**config.mk**
```make
export PLATFORM = sky130hd
export DESIGN_NAME = spi_master_shift_engine_top
export DESIGN_NICKNAME = d
export VERILOG_FILES = /design/src/rtl/spi_mse_pkg.sv /design/src/rtl/spi_mse_core.sv /design/src/rtl/spi_master_shift_engine_top.sv
export VERILOG_INCLUDE_DIRS = /design/src /design/src/rtl
export SDC_FILE = /design/constraint.sdc
export NUM_CORES = 1
export LEC_CHECK = 0
export ABC_AREA = 1
export BUFFER_PORTS_ARGS = -buffer_cell sky130_fd_sc_hd__buf_4
export CAP_MARGIN = 20
export CORE_UTILIZATION = 40
export DETAILED_ROUTE_END_ITERATION = 8
export GPL_ROUTABILITY_DRIVEN = 0
export PLACE_DENSITY = 0.63
export SLEW_MARGIN = 10
export SYNTH_ARGS = -nofsm -noshare
export SYNTH_HDL_FRONTEND = slang
export SYNTH_SLANG_ARGS = --single-unit
```
**constraint.sdc**
```tcl
create_clock -name aclk -period 2 [get_ports aclk]
set_input_delay 0.3 -clock aclk [delete_from_list [all_inputs] [get_ports aclk]]
set_output_delay 0.3 -clock aclk [all_outputs]
set_load 0.005 [all_outputs]
```
**src/rtl/spi_master_shift_engine_top_defines.svh**
```systemverilog
// assertion macros for the spi master shift engine top level
`ifndef SPI_MASTER_SHIFT_ENGINE_TOP_DEFINES_SVH
`define SPI_MASTER_SHIFT_ENGINE_TOP_DEFINES_SVH

`ifndef SYNTHESIS

// clocked check, masked while reset is asserted
`define SMSE_ASSERT(lbl, clk, rst_n, prop, msg) \
    lbl: assert property (@(posedge clk) disable iff (!rst_n) prop) else $error(msg);

// clocked check that also holds across reset
`define SMSE_ASSERT_ALWAYS(lbl, clk, prop, msg) \
    lbl: assert property (@(posedge clk) prop) else $error(msg);

`else

`define SMSE_ASSERT(lbl, clk, rst_n, prop, msg)
`define SMSE_ASSERT_ALWAYS(lbl, clk, prop, msg)

`endif

`endif

```
**src/rtl/spi_mse_pkg.sv**
```systemverilog
// shared types and constants for the spi master shift engine
`timescale 1ns / 1ps

package spi_mse_pkg;

    localparam int BYTE_W = 8;
    localparam int MODE_W = 2;
    localparam int HALF_W = 8;
    localparam int CFG_IDX_W = 2;
    localparam int CFG_DATA_W = 8;

    // request operation codes
    typedef enum logic [1:0] {
        OP_TICK     = 2'd0,
        OP_START    = 2'd1,
        OP_SELECT   = 2'd2,
        OP_DESELECT = 2'd3
    } op_t;

    // configuration register indexes
    typedef enum logic [CFG_IDX_W-1:0] {
        CFG_SPI_MODE   = 2'd0,
        CFG_MSB_FIRST  = 2'd1,
        CFG_HALF_TICKS = 2'd2,
        CFG_CS_ENABLED = 2'd3
    } cfg_idx_t;

    // one result as seen after a request
    typedef struct packed {
        logic              sck_level;
        logic              mosi_level;
        logic              cs_level;
        logic              busy_res;
        logic              rx_valid;
        logic [BYTE_W-1:0] rx_byte;
    } res_t;

endpackage

```
**src/rtl/spi_mse_core.sv**
```systemverilog
// spi master state: config registers, bit timing and shift registers
`timescale 1ns / 1ps

module spi_mse_core #(
    parameter int FRAME_BITS  = 8,
    parameter int DELAY_WIDTH = 8
) (
    input  logic                                 aclk,
    input  logic                                 aresetn,
    input  logic                                 step,
    input  spi_mse_pkg::op_t                     op,
    input  logic [spi_mse_pkg::BYTE_W-1:0]       tx_byte,
    input  logic                                 miso_level,
    input  logic                                 cfg_wr_en,
    input  logic [spi_mse_pkg::CFG_IDX_W-1:0]    cfg_index,
    input  logic [spi_mse_pkg::CFG_DATA_W-1:0]   cfg_data,
    output spi_mse_pkg::res_t                    res
);

    localparam int BitW  = (FRAME_BITS > 1) ? $clog2(FRAME_BITS) : 1;
    localparam int ByteW = spi_mse_pkg::BYTE_W;
    localparam logic [BitW-1:0] LastBit = BitW'(FRAME_BITS - 1);

    // configuration registers
    logic [spi_mse_pkg::MODE_W-1:0] spi_mode_reg;
    logic                           msb_first_reg;
    logic [spi_mse_pkg::HALF_W-1:0] half_ticks_reg;
    logic                           cs_enabled_reg;

    // transfer state
    logic [BitW-1:0]        bit_index_reg, bit_index_next;
    logic                   half_phase_reg, half_phase_next;
    logic [DELAY_WIDTH-1:0] delay_count_reg, delay_count_next;
    logic [FRAME_BITS-1:0]  tx_shift_reg, tx_shift_next;
    logic [FRAME_BITS-1:0]  rx_shift_reg, rx_shift_next;
    logic                   clock_out_reg, clock_out_next;
    logic                   data_out_reg, data_out_next;
    logic                   select_out_reg, select_out_next;
    logic                   active_reg, active_next;

    logic                   cpol, cpha;
    logic [DELAY_WIDTH-1:0] delay_limit;
    logic [BitW-1:0]        bit_inc;
    logic [BitW-1:0]        pos_cur, pos_inc, pos_first;
    logic [FRAME_BITS-1:0]  tx_load;
    logic                   done;

    assign cpol        = spi_mode_reg[1];
    assign cpha        = spi_mode_reg[0];
    assign delay_limit = DELAY_WIDTH'(half_ticks_reg);
    assign bit_inc     = BitW'(bit_index_reg + 1'b1);
    assign tx_load     = FRAME_BITS'(tx_byte);

    // bit positions for the current bit, the following bit and the first bit
    assign pos_cur   = msb_first_reg ? (LastBit - bit_index_reg) : bit_index_reg;
    assign pos_inc   = msb_first_reg ? (LastBit - bit_inc) : bit_inc;
    assign pos_first = msb_first_reg ? LastBit : '0;

    // next state for one request
    always_comb begin
        bit_index_next   = bit_index_reg;
        half_phase_next  = half_phase_reg;
        delay_count_next = delay_count_reg;
        tx_shift_next    = tx_shift_reg;
        rx_shift_next    = rx_shift_reg;
        clock_out_next   = clock_out_reg;
        data_out_next    = data_out_reg;
        select_out_next  = select_out_reg;
        active_next      = active_reg;
        done             = 1'b0;
        if (active_reg) begin
            if (delay_count_reg < delay_limit) begin
                delay_count_next = delay_count_reg + 1'b1;
            end else begin
                delay_count_next = '0;
                if (!half_phase_reg) begin
                    // leading edge
                    clock_out_next        = cpha ? cpol : ~cpol;
                    rx_shift_next[pos_cur] = rx_shift_reg[pos_cur] | miso_level;
                    half_phase_next       = 1'b1;
                end else if (bit_index_reg == LastBit) begin
                    // last trailing edge ends the frame
                    active_next     = 1'b0;
                    clock_out_next  = cpol;
                    half_phase_next = 1'b0;
                    done            = 1'b1;
                end else begin
                    // trailing edge, launch the following bit
                    bit_index_next  = bit_inc;
                    clock_out_next  = cpha ? ~cpol : cpol;
                    data_out_next   = tx_shift_reg[pos_inc];
                    half_phase_next = 1'b0;
                end
            end
        end else begin
            case (op)
                spi_mse_pkg::OP_START: begin
                    tx_shift_next    = tx_load;
                    rx_shift_next    = '0;
                    bit_index_next   = '0;
                    active_next      = 1'b1;
                    clock_out_next   = cpha ? ~cpol : cpol;
                    data_out_next    = tx_load[pos_first];
                    half_phase_next  = 1'b0;
                    delay_count_next = '0;
                end
                spi_mse_pkg::OP_SELECT: begin
                    if (cs_enabled_reg) begin
                        select_out_next = 1'b0;
                    end
                end
                spi_mse_pkg::OP_DESELECT: begin
                    if (cs_enabled_reg) begin
                        select_out_next = 1'b1;
                    end
                end
                default: begin
                end
            endcase
        end
    end

    // result fields follow the state after the request
    always_comb begin
        res.sck_level  = clock_out_next;
        res.mosi_level = data_out_next;
        res.cs_level   = cs_enabled_reg ? select_out_next : 1'b1;
        res.busy_res   = active_next;
        res.rx_valid   = done;
        res.rx_byte    = done ? ByteW'(rx_shift_reg) : '0;
    end

    // config and state registers
    always_ff @(posedge aclk) begin
        if (!aresetn) begin
            spi_mode_reg    <= '0;
            msb_first_reg   <= 1'b1;
            half_ticks_reg  <= '0;
            cs_enabled_reg  <= 1'b1;
            bit_index_reg   <= '0;
            half_phase_reg  <= 1'b0;
            delay_count_reg <= '0;
            tx_shift_reg    <= '0;
            rx_shift_reg    <= '0;
            clock_out_reg   <= 1'b0;
            data_out_reg    <= 1'b0;
            select_out_reg  <= 1'b1;
            active_reg      <= 1'b0;
        end else begin
            if (step) begin
                bit_index_reg   <= bit_index_next;
                half_phase_reg  <= half_phase_next;
                delay_count_reg <= delay_count_next;
                tx_shift_reg    <= tx_shift_next;
                rx_shift_reg    <= rx_shift_next;
                clock_out_reg   <= clock_out_next;
                data_out_reg    <= data_out_next;
                select_out_reg  <= select_out_next;
                active_reg      <= active_next;
            end
            if (cfg_wr_en) begin
                case (spi_mse_pkg::cfg_idx_t'(cfg_index))
                    spi_mse_pkg::CFG_SPI_MODE: begin
                        spi_mode_reg <= cfg_data[spi_mse_pkg::MODE_W-1:0];
                        // idle clock follows the polarity at once
                        if (!active_reg) begin
                            clock_out_reg <= cfg_data[1];
                        end
                    end
                    spi_mse_pkg::CFG_MSB_FIRST:  msb_first_reg  <= cfg_data[0];
                    spi_mse_pkg::CFG_HALF_TICKS: half_ticks_reg <= cfg_data[spi_mse_pkg::HALF_W-1:0];
                    spi_mse_pkg::CFG_CS_ENABLED: cs_enabled_reg <= cfg_data[0];
                    default: begin
                    end
                endcase
            end
        end
    end

endmodule

```
**src/rtl/spi_master_shift_engine_top.sv**
```systemverilog
// top level of the spi master shift engine with a two-entry result buffer
//
//  channel  | direction | handshake          | payload
//  ---------+-----------+--------------------+---------------------------------------------
//  s_       | in        | s_valid / s_ready  | s_operation, s_tx_byte, s_miso_level
//  m_       | out       | m_valid / m_ready  | m_sck_level, m_mosi_level, m_cs_level,
//           |           |                    | m_busy_res, m_rx_valid, m_rx_byte
//  cfg_     | in        | cfg_wr_en          | cfg_index, cfg_data
//
//  one request is taken every cycle while s_ready is high; its result is registered
//  the state update in the core is one short combinational pass between registers
//  a second buffer entry keeps s_ready high for one stalled result, so s_ready is
//  low only while both entries hold results
//  reset is synchronous and active low; there is no clearing pass
`timescale 1ns / 1ps
`include "spi_master_shift_engine_top_defines.svh"

module spi_master_shift_engine_top #(
    parameter int FRAME_BITS  = 8,
    parameter int DELAY_WIDTH = 8
) (
    input  logic                                 aclk,
    input  logic                                 aresetn,
    input  logic                                 s_valid,
    output logic                                 s_ready,
    input  logic [1:0]                           s_operation,
    input  logic [spi_mse_pkg::BYTE_W-1:0]       s_tx_byte,
    input  logic                                 s_miso_level,
    output logic                                 m_valid,
    input  logic                                 m_ready,
    output logic                                 m_sck_level,
    output logic                                 m_mosi_level,
    output logic                                 m_cs_level,
    output logic                                 m_busy_res,
    output logic                                 m_rx_valid,
    output logic [spi_mse_pkg::BYTE_W-1:0]       m_rx_byte,
    input  logic                                 cfg_wr_en,
    input  logic [spi_mse_pkg::CFG_IDX_W-1:0]    cfg_index,
    input  logic [spi_mse_pkg::CFG_DATA_W-1:0]   cfg_data
);

    spi_mse_pkg::res_t core_res;
    spi_mse_pkg::res_t m_res_reg;
    spi_mse_pkg::res_t skid_res_reg;
    logic              m_valid_reg;
    logic              skid_valid_reg;
    logic              s_accept;
    logic              m_pop;

    assign s_ready  = !skid_valid_reg;
    assign s_accept = s_valid && s_ready;
    assign m_pop    = m_valid_reg && m_ready;

    spi_mse_core #(
        .FRAME_BITS  (FRAME_BITS),
        .DELAY_WIDTH (DELAY_WIDTH)
    ) u_core (
        .aclk       (aclk),
        .aresetn    (aresetn),
        .step       (s_accept),
        .op         (spi_mse_pkg::op_t'(s_operation)),
        .tx_byte    (s_tx_byte),
        .miso_level (s_miso_level),
        .cfg_wr_en  (cfg_wr_en),
        .cfg_index  (cfg_index),
        .cfg_data   (cfg_data),
        .res        (core_res)
    );

    // result register plus skid entry
    always_ff @(posedge aclk) begin
        if (!aresetn) begin
            m_valid_reg    <= 1'b0;
            skid_valid_reg <= 1'b0;
        end else if (skid_valid_reg) begin
            if (m_pop) begin
                m_res_reg      <= skid_res_reg;
                skid_valid_reg <= 1'b0;
            end
        end else if (s_accept) begin
            if (!m_valid_reg || m_pop) begin
                m_res_reg   <= core_res;
                m_valid_reg <= 1'b1;
            end else begin
                skid_res_reg   <= core_res;
                skid_valid_reg <= 1'b1;
            end
        end else if (m_pop) begin
            m_valid_reg <= 1'b0;
        end
    end

    assign m_valid      = m_valid_reg;
    assign m_sck_level  = m_res_reg.sck_level;
    assign m_mosi_level = m_res_reg.mosi_level;
    assign m_cs_level   = m_res_reg.cs_level;
    assign m_busy_res   = m_res_reg.busy_res;
    assign m_rx_valid   = m_res_reg.rx_valid;
    assign m_rx_byte    = m_res_reg.rx_byte;

    // buffer ordering, frame completion and reset checks
    `SMSE_ASSERT(a_skid_behind_out, aclk, aresetn, skid_valid_reg |-> m_valid_reg, "skid entry without head result")
    `SMSE_ASSERT(a_stall_fills_skid, aclk, aresetn, (s_accept && m_valid_reg && !m_ready) |=> skid_valid_reg, "stalled request not buffered")
    `SMSE_ASSERT(a_done_not_busy, aclk, aresetn, (m_valid_reg && m_res_reg.rx_valid) |-> !m_res_reg.busy_res, "frame flagged while still busy")
    `SMSE_ASSERT_ALWAYS(a_reset_empties, aclk, !aresetn |=> (!m_valid_reg && !skid_valid_reg), "buffer not empty after reset")

endmodule
```
* Word level (Yosys, flattened, before mapping) *
Cells that the tools add are included.

word-level totals
  bits in registers = 72
  input bits = 26
  output and inout port bits = 15
  word-level logic and storage cells = 146

operators by class
  $add $sub $neg = 4
  order comparisons = 5
  equal/unequal tests = 13
  multiplexer cells = 69
  bitwise gates (word level) = 5
  reductions and logical operators = 23

operators with widths
  operator                                                    number
  two-way mux 8 bit                                           7
  two-way mux 13 bit                                          4
  two-way mux 1 bit                                           44
  two-way mux 3 bit                                           8
  less-than comparator 3 x 4 -> 1 bit, second input constant  3
  AND reduction 4 bit                                         3
  AND reduction 2 bit                                         5
  binary-select mux 1 bit (select 3 bit)                      3
  AND reduction 3 bit                                         3
  adder 8 x 1 -> 8 bit, second input constant                 1
  bitwise mux 8 bit                                           1
  equality test 2 bit, second input constant                  4
  less-than comparator 8 bit                                  1
  nonzero test 2 bit                                          4
  != test 2 x 1 -> 1 bit, second input constant               3
  != test 2 bit, second input constant                        3
  subtractor 3 bit, first input constant                      2
  AND reduction 5 bit                                         1
  equality test 2 x 1 -> 1 bit, second input constant         2
  inverter 1 bit                                              4
  adder 3 x 1 -> 3 bit, second input constant                 1
  demux 1 bit (select 3 bit)                                  1
  equality test 3 bit, second input constant                  1
  >= comparator 3 x 1 -> 1 bit, second input constant         1
  6 further kinds                                             9

* Logic depth before layout (Yosys ltp) *
Gate-level depths: netlist (run 1).

  depth in word-level cells = 12
  mapped depth = 15
  depth with buffers taken out = 14

* Modules after synthesis *
From an unflattened synthesis (run 1), not the netlist that was laid out.

second synthesis, totals
  cells, all modules = 460
  area, all modules = 3622.2 um2

modules (own cells, without submodules)
  module                       instances  cells each  area each (um2)
  spi_mse_core                 1          373         2562.5
  spi_master_shift_engine_top  1          87          1059.8

* Least setup slack after synthesis (run 1) *
No wires, ideal clock.

  path type = input-to-reg
  start point = input port aresetn
  end point = register skid_res_reg[0] (netlist name) (enable)
  setup time = 0.400 ns
  arrival time = 1.671 ns
  required time = 1.600 ns
  setup slack = -0.071 ns
  stages on the path = 3
  buffers on the path = 1
  path through = clkbuf_1 > inv_1 > nor3_1

on the way
  cells in the longest elaborated chain, start to end = 1

ends and longest elaborated chain
  element                        RTL line                           text
  from (decl)                    spi_master_shift_engine_top.sv:23  input logic aresetn,
  AND reduction 4 bit (no line)  --
  to (signal assigned)           spi_master_shift_engine_top.sv:85  skid_res_reg <= core_res;
  to (decl)                      spi_master_shift_engine_top.sv:44  spi_mse_pkg::res_t skid_res_reg;

Every way passes these cells.
A chain may end at the register's enable or synchronous reset.

==> out/results.txt, run 1 <==
ANT cells - 0
Grt ovf - 0
Worst-path clk slew - 0.08 ns
PortBufs - 40
WP data arrival - 1.92 ns
Worst hold slack - 0.176 ns
Skew final - 0.00916 ns
Drt via density - 4.74
# H-tree levels - 3
Placed Instances - 601
Via count - 2926
Highest metal used - met4
CTS Buf Count - 9
Post-DRT Antenna Nets - 0
Post-synth net total - 491
Core Region - 8720 sq um
Least-Margin Pin Slew - 0.411 ns
Hold Crit Class - input port to flip-flop
Area Overhead vs Synth - 20.0%
Crit Path Category - flip-flop to flip-flop
Residual DRC - 0
Metal-1 WL - 3520 microns
Wire length on met3 - 319 microns
Worst-Skew Late Latency - 0.35 ns
Synth Area per Inst - 7.96 sq um
Register area - 1700 sq um
Total track usage - 16.2%
CTS tree - done
Crit path top cell by count - nand2_1
Max Cap Viol - 0
Detailed-placement wirelength estimate - 5380 microns
Std cell rows - 34
Post-synthesis register bit count - 72
Largest net degree at the start of global routing - 28
# fillers - 821
Crit-path cells - inv_1 > ha_1 > a21oi_1 > o21a_1 > nand2_2 > nand4_1 > buf_6 > nor2_2 > nand2_1 > nand2_1
Delay-heaviest family, CP - simple AND/OR/NAND/NOR gates
DRT Wirelength - 7160 microns
Crit-path max FO - 10
Fin Setup TNS - 0 ns
Horiz. Die Dim - 97.1 microns
Status - finished, final reports clean
Hold buffer count at CTS - 0
Count of cell types in the netlist - 38
Post-CTS Setup Bufs - 0
Vias in the first global route - 2731
Pwr Total - 3.46 mW
Slew Limit Fails - 0
Max Fclk - 0.551 GHz
Post-Syn Area - 3620 sq um
Rel. slew slack - 72.6%
Final core utilization - 49.8%
Sequential area share after synthesis - 47.0%
Mapped Cells - 455
Buffers & Inverters on Critical Path - 2
Met2 Wirelength - 3190 microns
Ys Warns - 0
Slowest-stage cell, CP - dfxtp_1
Num ports - 41
Max clock buf depth - 2
Max reg flops - 13
Die Y - 97.1 microns
Worst Setup Start Kind - flip-flop
RSZ-0062 raised after global routing - no
Cts repair resizes - 0
Min cycle time layout - 1.82 ns
Fin crit share - 90.8%
1st-pass router iterations - 4
Initial antenna violation count - 0
NumNets Final - 540
Multi-input combinational cell area - 1650 sq um
Critical Path RT - 2.11 ns
PwrDens - 796 nW/um^2
Final setup vio count - 0
Wire per inst - 11.6 microns
Final hold vios - 0
First-pass GRT wire length - 12400 microns
CP Capture Type - flip-flop
Leakage dissipation - 1.90 nW
CTS Sinks - 72
Initial drt markers - 149
Die ar. - 9430 sq um
VDD IR max - 0.000389 V
Post-route insts no fill - 617
Crit-path max cell delay - 0.31 ns
Starting density of the core - 41.5%
Clock root buffer - clkbuf_8
Fraction of layout instances using a drive strength above 1 - 21.8%
==> synthesized netlist by cell type (all sizes together) <==
| library cell | n | area share (%) |
|---|---|---|
| a311o | 1 | 0.28 |
| ha | 10 | 3.5 |
| nor3 | 3 | 0.41 |
| nor2 | 71 | 8.8 |
| xnor2 | 4 | 1.2 |
| or2 | 1 | 0.17 |
| edfxtp | 26 | 22 |
| a21oi | 34 | 4.7 |
| clkbuf | 5 | 0.52 |
| a211oi | 1 | 0.21 |
| nand3 | 27 | 3.9 |
| o21a | 1 | 0.21 |
| o21ai | 31 | 4.4 |
| nor3b | 1 | 0.21 |
| buf | 7 | 1.5 |
| a31oi | 1 | 0.17 |
| mux2i | 1 | 0.28 |
| o22ai | 1 | 0.17 |
| o211ai | 1 | 0.35 |
| nand2 | 106 | 12 |
| nand4 | 5 | 0.86 |
| dfxtp | 46 | 25 |
| inv | 62 | 6.5 |
| xor2 | 7 | 2.2 |
| nand3b | 2 | 0.41 |
==> path summary, 6_finish.rpt <==
| path | startpoint | end | slack (ns) | cells after the start |
|---|---|---|---|---|
| max reg2reg | u_core.delay_limit[7] | m_rx_byte[0] | 0.18 | 10 |
| min reg2reg | u_core.tx_shift_reg[7] | u_core.tx_shift_reg[7] | 0.45 | 2 |
| min | s_tx_byte[1] | u_core.tx_shift_reg[1] | 0.18 | 3 |
| max | u_core.delay_limit[7] | m_rx_byte[0] | 0.18 | 10 |
==> layout by cell type, fill, tap and decap left out, drive strengths merged <==
| cell type | instances |
|---|---|
| a21oi | 34 |
| nand2 | 106 |
| nor3 | 3 |
| buf | 50 |
| clkinv | 4 |
| a31oi | 1 |
| nand3b | 2 |
| o211ai | 1 |
| inv | 62 |
| or2 | 1 |
| dfxtp | 46 |
| xnor2 | 4 |
| o21ai | 31 |
| ha | 10 |
| bufinv | 3 |
| o22ai | 1 |
| a211oi | 1 |
| edfxtp | 26 |
| nor3b | 1 |
| o21a | 1 |
| nand3 | 27 |
| clkbuf | 9 |
| mux2i | 1 |
| nor2 | 71 |
| a311o | 1 |
| xor2 | 7 |
| nand4 | 5 |
==> metal layers <==
layer	global-route usage, %	vias to the layer above
met1	22.0	1299
met3	3.17	11
li1	-	1561
met4	7.23	0
met5	0	-
met2	25.1	55
==> cells by family after synthesis <==
| kind of cell | synth area share, % |
|---|---|
| fa+ha+maj | 3.46 |
| mux | 0.277 |
| simple gates | 26.9 |
| flops | 47.0 |
| buf+inv | 8.50 |
| compound gates | 10.5 |
| xor+xnor | 3.39 |
==> metrics by stage <==
| stage | setup WS, ns | cell area [sq um] |
|---|---|---|
| 2_1_floorplan | 0.311 | 3630 |
| 3_3_place_gp | 0.191 | 4070 |
| 3_5_place_dp | 0.111 | 4070 |
| 4_1_cts | 0.0910 | 4310 |
| 5_1_grt | 0.0160 | 4350 |
| 6_report | 0.185 | 4350 |
==> worst reg2reg max path: stages, from the launching register on <==
cell and delay, ns:
dfxtp_1 0.31, inv_1 0.06, ha_1 0.31, a21oi_1 0.15, o21a_1 0.15, nand2_2 0.10
nand4_1 0.15, buf_6 0.18, nor2_2 0.05, nand2_1 0.06, nand2_1 0.05
==> layout make-up <==
| type | count | area share (%) |
|---|---|---|
| Timing Repair Buffer | 50 | 8.72 |
| Multi-Input combinational cell | 309 | 37.9 |
| Tap cell | 108 | 3.11 |
| Clock buffer | 9 | 2.85 |
| Clock inverter | 7 | 2.76 |
| Sequential cell | 72 | 39.2 |
| Inverter | 62 | 5.47 |
==> power by group <==
| group | switching (mW) | internal [mW] |
|---|---|---|
| combinational | 0.277 | 0.180 |
| clock | 0.562 | 0.830 |
| sequential | 0.0325 | 1.58 |
No activity file was read; power rests on OpenSTA's default activity.
==> run 2: changes to the inputs <==
--- a/config.mk
+++ b/config.mk
@@ -12,7 +12,7 @@
 export CORE_UTILIZATION = 40
 export DETAILED_ROUTE_END_ITERATION = 8
 export GPL_ROUTABILITY_DRIVEN = 0
-export PLACE_DENSITY = 0.63
+export PLACE_DENSITY = 0.7
 export SLEW_MARGIN = 10
 export SYNTH_ARGS = -nofsm -noshare
 export SYNTH_HDL_FRONTEND = slang
==> run 2 against run 1 <==
  * Register-to-register slack got worse by 0.03 ns
  * Die area is the same
  * Maximum frequency decreased by 1.5%
  * Clock power is 3% higher
  * Critical endpoint is now u_core.delay_count_reg[4]
  * Highest routed layer unchanged
==> out/results.txt, run 2 (synthesized netlist as in run 1, its figures left out) <==
Std cell rows - 34 (unchanged)
Vias in the first global route - 2775 (+1.6%)
# fillers - 817 (-0.49%)
Die ar. - 9430 sq um (unchanged)
Clock root buffer - clkbuf_8
NumNets Final - 540 (unchanged)
Worst r2r src - u_core.delay_limit[7]
RSZ-0062 raised after global routing - no
Min cycle time layout - 1.84 ns (+0.0275 ns)
Detailed-placement wirelength estimate - 5230 microns (-2.9%)
Worst-path clk slew - 0.08 ns (about the same)
Critical Path Start - u_core.delay_limit[7]
Crit-path max FO - 11 (+1)
Slew Limit Fails - 0 (unchanged)
Area Overhead vs Synth - 20.0% (unchanged)
VDD IR max - 0.000352 V (-9.5%)
# H-tree levels - 3 (unchanged)
Final worst slack - 0.157 ns (-0.0275 ns)
Dpl ws - 0.106 ns (-0.00467 ns)
Starting density of the core - 41.5% (unchanged)
Core Region - 8720 sq um (unchanged)
Total track usage - 16.1% (-0.17 points)
Post-DRT Antenna Nets - 0 (unchanged)
1st-pass router iterations - 5 (+1)
Final setup vio count - 0 (unchanged)
Fin crit share - 92.1% (+1.4 points)
Post-route insts no fill - 617 (unchanged)
Most frequent cells in the layout - nand2_1, nor2_1, inv_1
Wire per inst - 11.5 microns (-1.1%)
Status - finished, final reports clean
Die Y - 97.1 microns (unchanged)
PwrDens - 804 nW/um^2 (+0.97%)
Rel. slew slack - 73.3% (+0.76 points)
Horiz. Die Dim - 97.1 microns (unchanged)
WP data arrival - 2.12 ns (+0.20 ns)
Least-Margin Pin Slew - 0.396 ns (-0.0152 ns)
CTS Sinks - 72 (unchanged)
Commonest non-fill, non-tap cell in the layout - nand2_1
Max reg flops - 13 (unchanged)
Post-CTS Setup Bufs - 0 (unchanged)
PortBufs - 40 (unchanged)
First-pass GRT wire length - 12300 microns (-1.2%)
DRT Wirelength - 7080 microns (-1.1%)
Drt via density - 4.81 (+1.5%)
Max Fclk - 0.543 GHz (-1.5%)
HP Start - s_tx_byte[1]
ANT cells - 0 (unchanged)
Placed Instances - 601 (unchanged)
Max Cap Viol - 0 (unchanged)
Residual DRC - 0 (unchanged)
Fraction of layout instances using a drive strength above 1 - 22.2% (+0.39 points)
Hold buffer count at CTS - 0 (unchanged)
Max clock buf depth - 2 (unchanged)
Worst Setup Start Kind - flip-flop
CTS tree - done
Cts repair resizes - 0 (unchanged)
Skew final - 0.0119 ns (+0.00274 ns)
Hold Crit Class - input port to flip-flop
Critical Path RT - 2.27 ns (+0.16 ns)
Fin Setup TNS - 0 ns (unchanged)
Crit Path Category - flip-flop to flip-flop
CTS Buf Count - 9 (unchanged)
Leakage dissipation - 1.90 nW (about the same)
Worst-Skew Late Latency - 0.36 ns (about the same)
Largest net degree at the start of global routing - 26 (-7.1%)
Via count - 2970 (+1.5%)
Initial antenna violation count - 0 (unchanged)
Initial drt markers - 125 (-16%)
Grt ovf - 0 (unchanged)
Final hold vios - 0 (unchanged)
Num ports - 41 (unchanged)
CP Capture Type - flip-flop
==> run 2: changes by cell type in the layout (fill, tap and decap cells not counted), sizes merged <==
cell / delta
clkinv: -3
inv: +3
==> run 2: area by class of cell <==
type | count | area [sq um] | share of cell area [%]
clock buffer | 9 | 124 | 2.85
clock inverter | 7 | 125 | 2.88
inverter | 62 | 235 | 5.41
multi-input combinational | 309 | 1650 | 37.9
sequential | 72 | 1710 | 39.2
tap | 108 | 135 | 3.11
timing repair buffer | 50 | 375 | 8.64
==> run 2: layer usage <==
metal / global-route usage [%] / vias up / wire length, microns / share of wire, %
met5: 0 / - / 0 / 0
li1: - / 1563 / - / -
met2: 25.1 / 80 / 3080 / 44
met3: 4.39 / 10 / 381 / 5.4
met4: 6.66 / 0 / 116 / 1.6
met1: 21.0 / 1317 / 3500 / 49
==> run 2: worst max-delay path, stage by stage, from the launching register on <==
cell,delay (ns)
dfxtp_1,0.31
inv_1,0.05
ha_1,0.30
a21oi_1,0.16
o21a_1,0.16
nand2_2,0.11
nor2_4,0.13
inv_2,0.11
nand2_1,0.12
nand2_2,0.12
nor3b_1,0.21
==> run 2: power breakdown <==
part	leakage [nW]	internal (mW)	switching, mW
clock	0.125	0.843	0.582
sequential	0.619	1.58	0.0331
combinational	1.16	0.180	0.276
==> run 2: metrics by stage <==
stage | hold WS, ns | total power [mW] | utilization, % | area [sq um]
global placement | 0.444 | 2.08 | 46.6 | 4070
CTS | 0.163 | 3.53 | 49.5 | 4320
detailed placement | 0.445 | 2.09 | 46.6 | 4070
floorplan | 0.430 | 1.95 | - | 3630
finish | 0.172 | 3.49 | 49.8 | 4350
global route | 0.171 | 3.67 | 49.8 | 4350
==> run 2: worst paths after layout <==
kind	end	slack, ns	depth (start not counted)
worst min-delay path	u_core.tx_shift_reg[1]	0.17	3
worst max-delay path	u_core.delay_count_reg[4]	0.16	10
worst min register to register	u_core.tx_shift_reg[7]	0.45	2
worst max register to register	u_core.delay_count_reg[4]	0.16	10
==> run 3: changes to the inputs <==
--- a/config.mk
+++ b/config.mk
@@ -9,11 +9,14 @@
 export ABC_AREA = 1
 export BUFFER_PORTS_ARGS = -buffer_cell sky130_fd_sc_hd__buf_4
 export CAP_MARGIN = 20
-export CORE_UTILIZATION = 40
+export CELL_PAD_IN_SITES_DETAIL_PLACEMENT = 0
+export CELL_PAD_IN_SITES_GLOBAL_PLACEMENT = 1
+export CORE_UTILIZATION = 39
 export DETAILED_ROUTE_END_ITERATION = 8
 export GPL_ROUTABILITY_DRIVEN = 0
-export PLACE_DENSITY = 0.7
+export PLACE_DENSITY = 0.85
 export SLEW_MARGIN = 10
 export SYNTH_ARGS = -nofsm -noshare
 export SYNTH_HDL_FRONTEND = slang
 export SYNTH_SLANG_ARGS = --single-unit
+export TNS_END_PERCENT = 30
==> run 3 against run 2 <==
  * The flow now finishes with violations (design-rule violations)
  * Setup slack lost 0.0094 ns
  * Wire length grew 3.8%
  * First-iteration DRC count grew 55%
  * Critical path depth is the same
  * Utilization shrank 0.35 points
  * Critical path type unchanged
  * Highest routed layer unchanged
  * Largest cell class unchanged
  * Total power grew 2.9%
  * Largest power group unchanged
==> out/results.txt, run 3 (synthesized netlist as in run 1, its figures left out) <==
Initial antenna violation count - 0 (unchanged)
Total track usage - 17.0% (+0.90 points)
Clock root buffer - clkbuf_8
Max Fclk - 0.540 GHz (-0.51%)
Wire per inst - 11.8 microns (+3.1%)
Horiz. Die Dim - 98.3 microns (+1.3%)
1st-pass router iterations - 9 (+4)
Detailed-placement wirelength estimate - 5520 microns (+5.6%)
Die Y - 98.3 microns (+1.3%)
Worst Setup Start Kind - flip-flop
Vias in the first global route - 2994 (+7.9%)
ANT cells - 0 (unchanged)
Hold Crit Class - input port to flip-flop
Met1 Usage GRT - 22.5% (+1.5 points)
Max clock buf depth - 2 (unchanged)
Status - finished, violations left
Leakage dissipation - 1.92 nW (+0.92%)
Residual DRC - 4 (+4)
Crit-path max FO - 10 (-1)
Min cycle time layout - 1.85 ns (+0.00937 ns)
Crit Path Category - flip-flop to flip-flop
CP Capture Type - flip-flop
PortBufs - 40 (unchanged)
Rel. slew slack - 76.3% (+2.9 points)
WP data arrival - 1.96 ns (-0.16 ns)
Slew Limit Fails - 0 (unchanged)
Post-DRT Antenna Nets - 0 (unchanged)
Starting density of the core - 40.9% (-0.60 points)
Post-CTS Setup Bufs - 0 (unchanged)
CTS tree - done
Std cell rows - 34 (unchanged)
Largest net degree at the start of global routing - 26 (unchanged)
R2r setup slk - 0.15 ns (about the same)
Die ar. - 9670 sq um (+2.5%)
Critical Path RT - 2.10 ns (-0.17 ns)
Initial drt markers - 194 (+55%)
GR Layer Usage met3 - 3.94% (-0.45 points)
Max Cap Viol - 0 (unchanged)
Area Overhead vs Synth - 20.9%
Fin crit share - 92.6% (+0.47 points)
Most Used Layer, Global Route - met2
Grt ovf - 0 (unchanged)
Met2 Use GR - 27.1% (+2.0 points)
Placed cell areas - 4090 sq um (+0.62%)
R2R depth - 10 (unchanged)
NumNets Final - 544 (+0.74%)
Fraction of layout instances using a drive strength above 1 - 22.2% (about the same)
Failing checks - design-rule violations
Core Region - 8850 sq um (+1.5%)
PwrDens - 821 nW/um^2 (+2.1%)
Post-route design area - 4380 sq um (+0.75%)
Worst-Skew Late Latency - 0.35 ns (about the same)
Drt via density - 4.77 (-0.91%)
WHS Path Cells - 3 (unchanged)
Final hold vios - 0 (unchanged)
CTS Sinks - 72 (unchanged)
Num ports - 41 (unchanged)
RSZ-0062 raised after global routing - no
Commonest non-fill, non-tap cell in the layout - nand2_1
VDD IR max - 0.000441 V (+25%)
Pwr Total - 3.59 mW (+2.9%)
Least-Margin Pin Slew - 0.356 ns (-0.0401 ns)
Max reg flops - 13 (unchanged)
First-pass GRT wire length - 13100 microns (+6.9%)
DRT Wirelength - 7350 microns (+3.8%)
Via count - 2962 (-0.27%)
CTS Buf Count - 9 (unchanged)
Worst-path clk slew - 0.08 ns (about the same)
Final setup vio count - 0 (unchanged)
Most frequent cells in the layout - nand2_1, nor2_1, inv_1, buf_4, dfxtp_1
# H-tree levels - 3 (unchanged)
Skew final - 0.0108 ns (-0.00114 ns)
## run 3: cell types whose count changed in the layout (fill, tap and decap cells not counted), sizes merged
| cell | delta |
|---|---|
| buf | +4 |
| bufinv | +1 |
| clkinv | +1 |
| inv | -2 |
## run 3: final timing paths
| check | from | to |
|---|---|---|
| worst min register to register | u_core.tx_shift_reg[2] | u_core.tx_shift_reg[2] |
| worst min-delay path | s_tx_byte[1] | u_core.tx_shift_reg[1] |
| worst max register to register | u_core.delay_limit[7] | m_rx_byte[4] |
| worst max-delay path | u_core.delay_limit[7] | m_rx_byte[4] |
## run 3: per-stage QoR
| stage | util, % | cells | setup slack (ns) | hold WS, ns | setup TNS, ns |
|---|---|---|---|---|---|
| global route | 49.5 | 621 | 0.0276 | 0.194 | 0 |
| global placement | 46.3 | 605 | 0.222 | 0.445 | 0 |
| floorplan | - | 455 | -0.0483 | 0.430 | -0.628 |
| detailed placement | 46.3 | 605 | 0.127 | 0.448 | 0 |
| finish | 49.5 | 621 | 0.148 | 0.189 | 0 |
| CTS | 49.3 | 621 | 0.125 | 0.174 | 0 |
## run 3: repair_timing
action	CTS	global route
setup endpoints to repair	0	2
hold buffers	0	0
gates resized for setup	0	4
## run 3: power by group
group	internal [mW]	switching [mW]	total (mW)
registers	1.58	0.0336	1.61
clock network	0.959	0.565	1.52
logic	0.182	0.276	0.458
## run 3: cell type report
cell class                 instances  area, sq um
sequential                        72         1710
tap                              108          135
timing repair buffer              54          405
inverter                          62          235
fill                             859         4470
multi-input combinational        309         1630
clock inverter                     7          143
clock buffer                       9          124
## run 3: critical path: stages (launching register included)
cell and delay, ns:
dfxtp_1 0.31, inv_1 0.05, ha_1 0.30, a21oi_1 0.15
o21a_1 0.15, nand2_2 0.10, nand4_1 0.12, buf_4 0.22
nor2_2 0.06, nand2_1 0.08, nand2_1 0.06
## run 3: per-layer routing
metal	up-vias	routed length [microns]
li1	1571	-
met4	0	83
met2	54	3140
met5	-	0
met1	1331	3800
met3	6	325
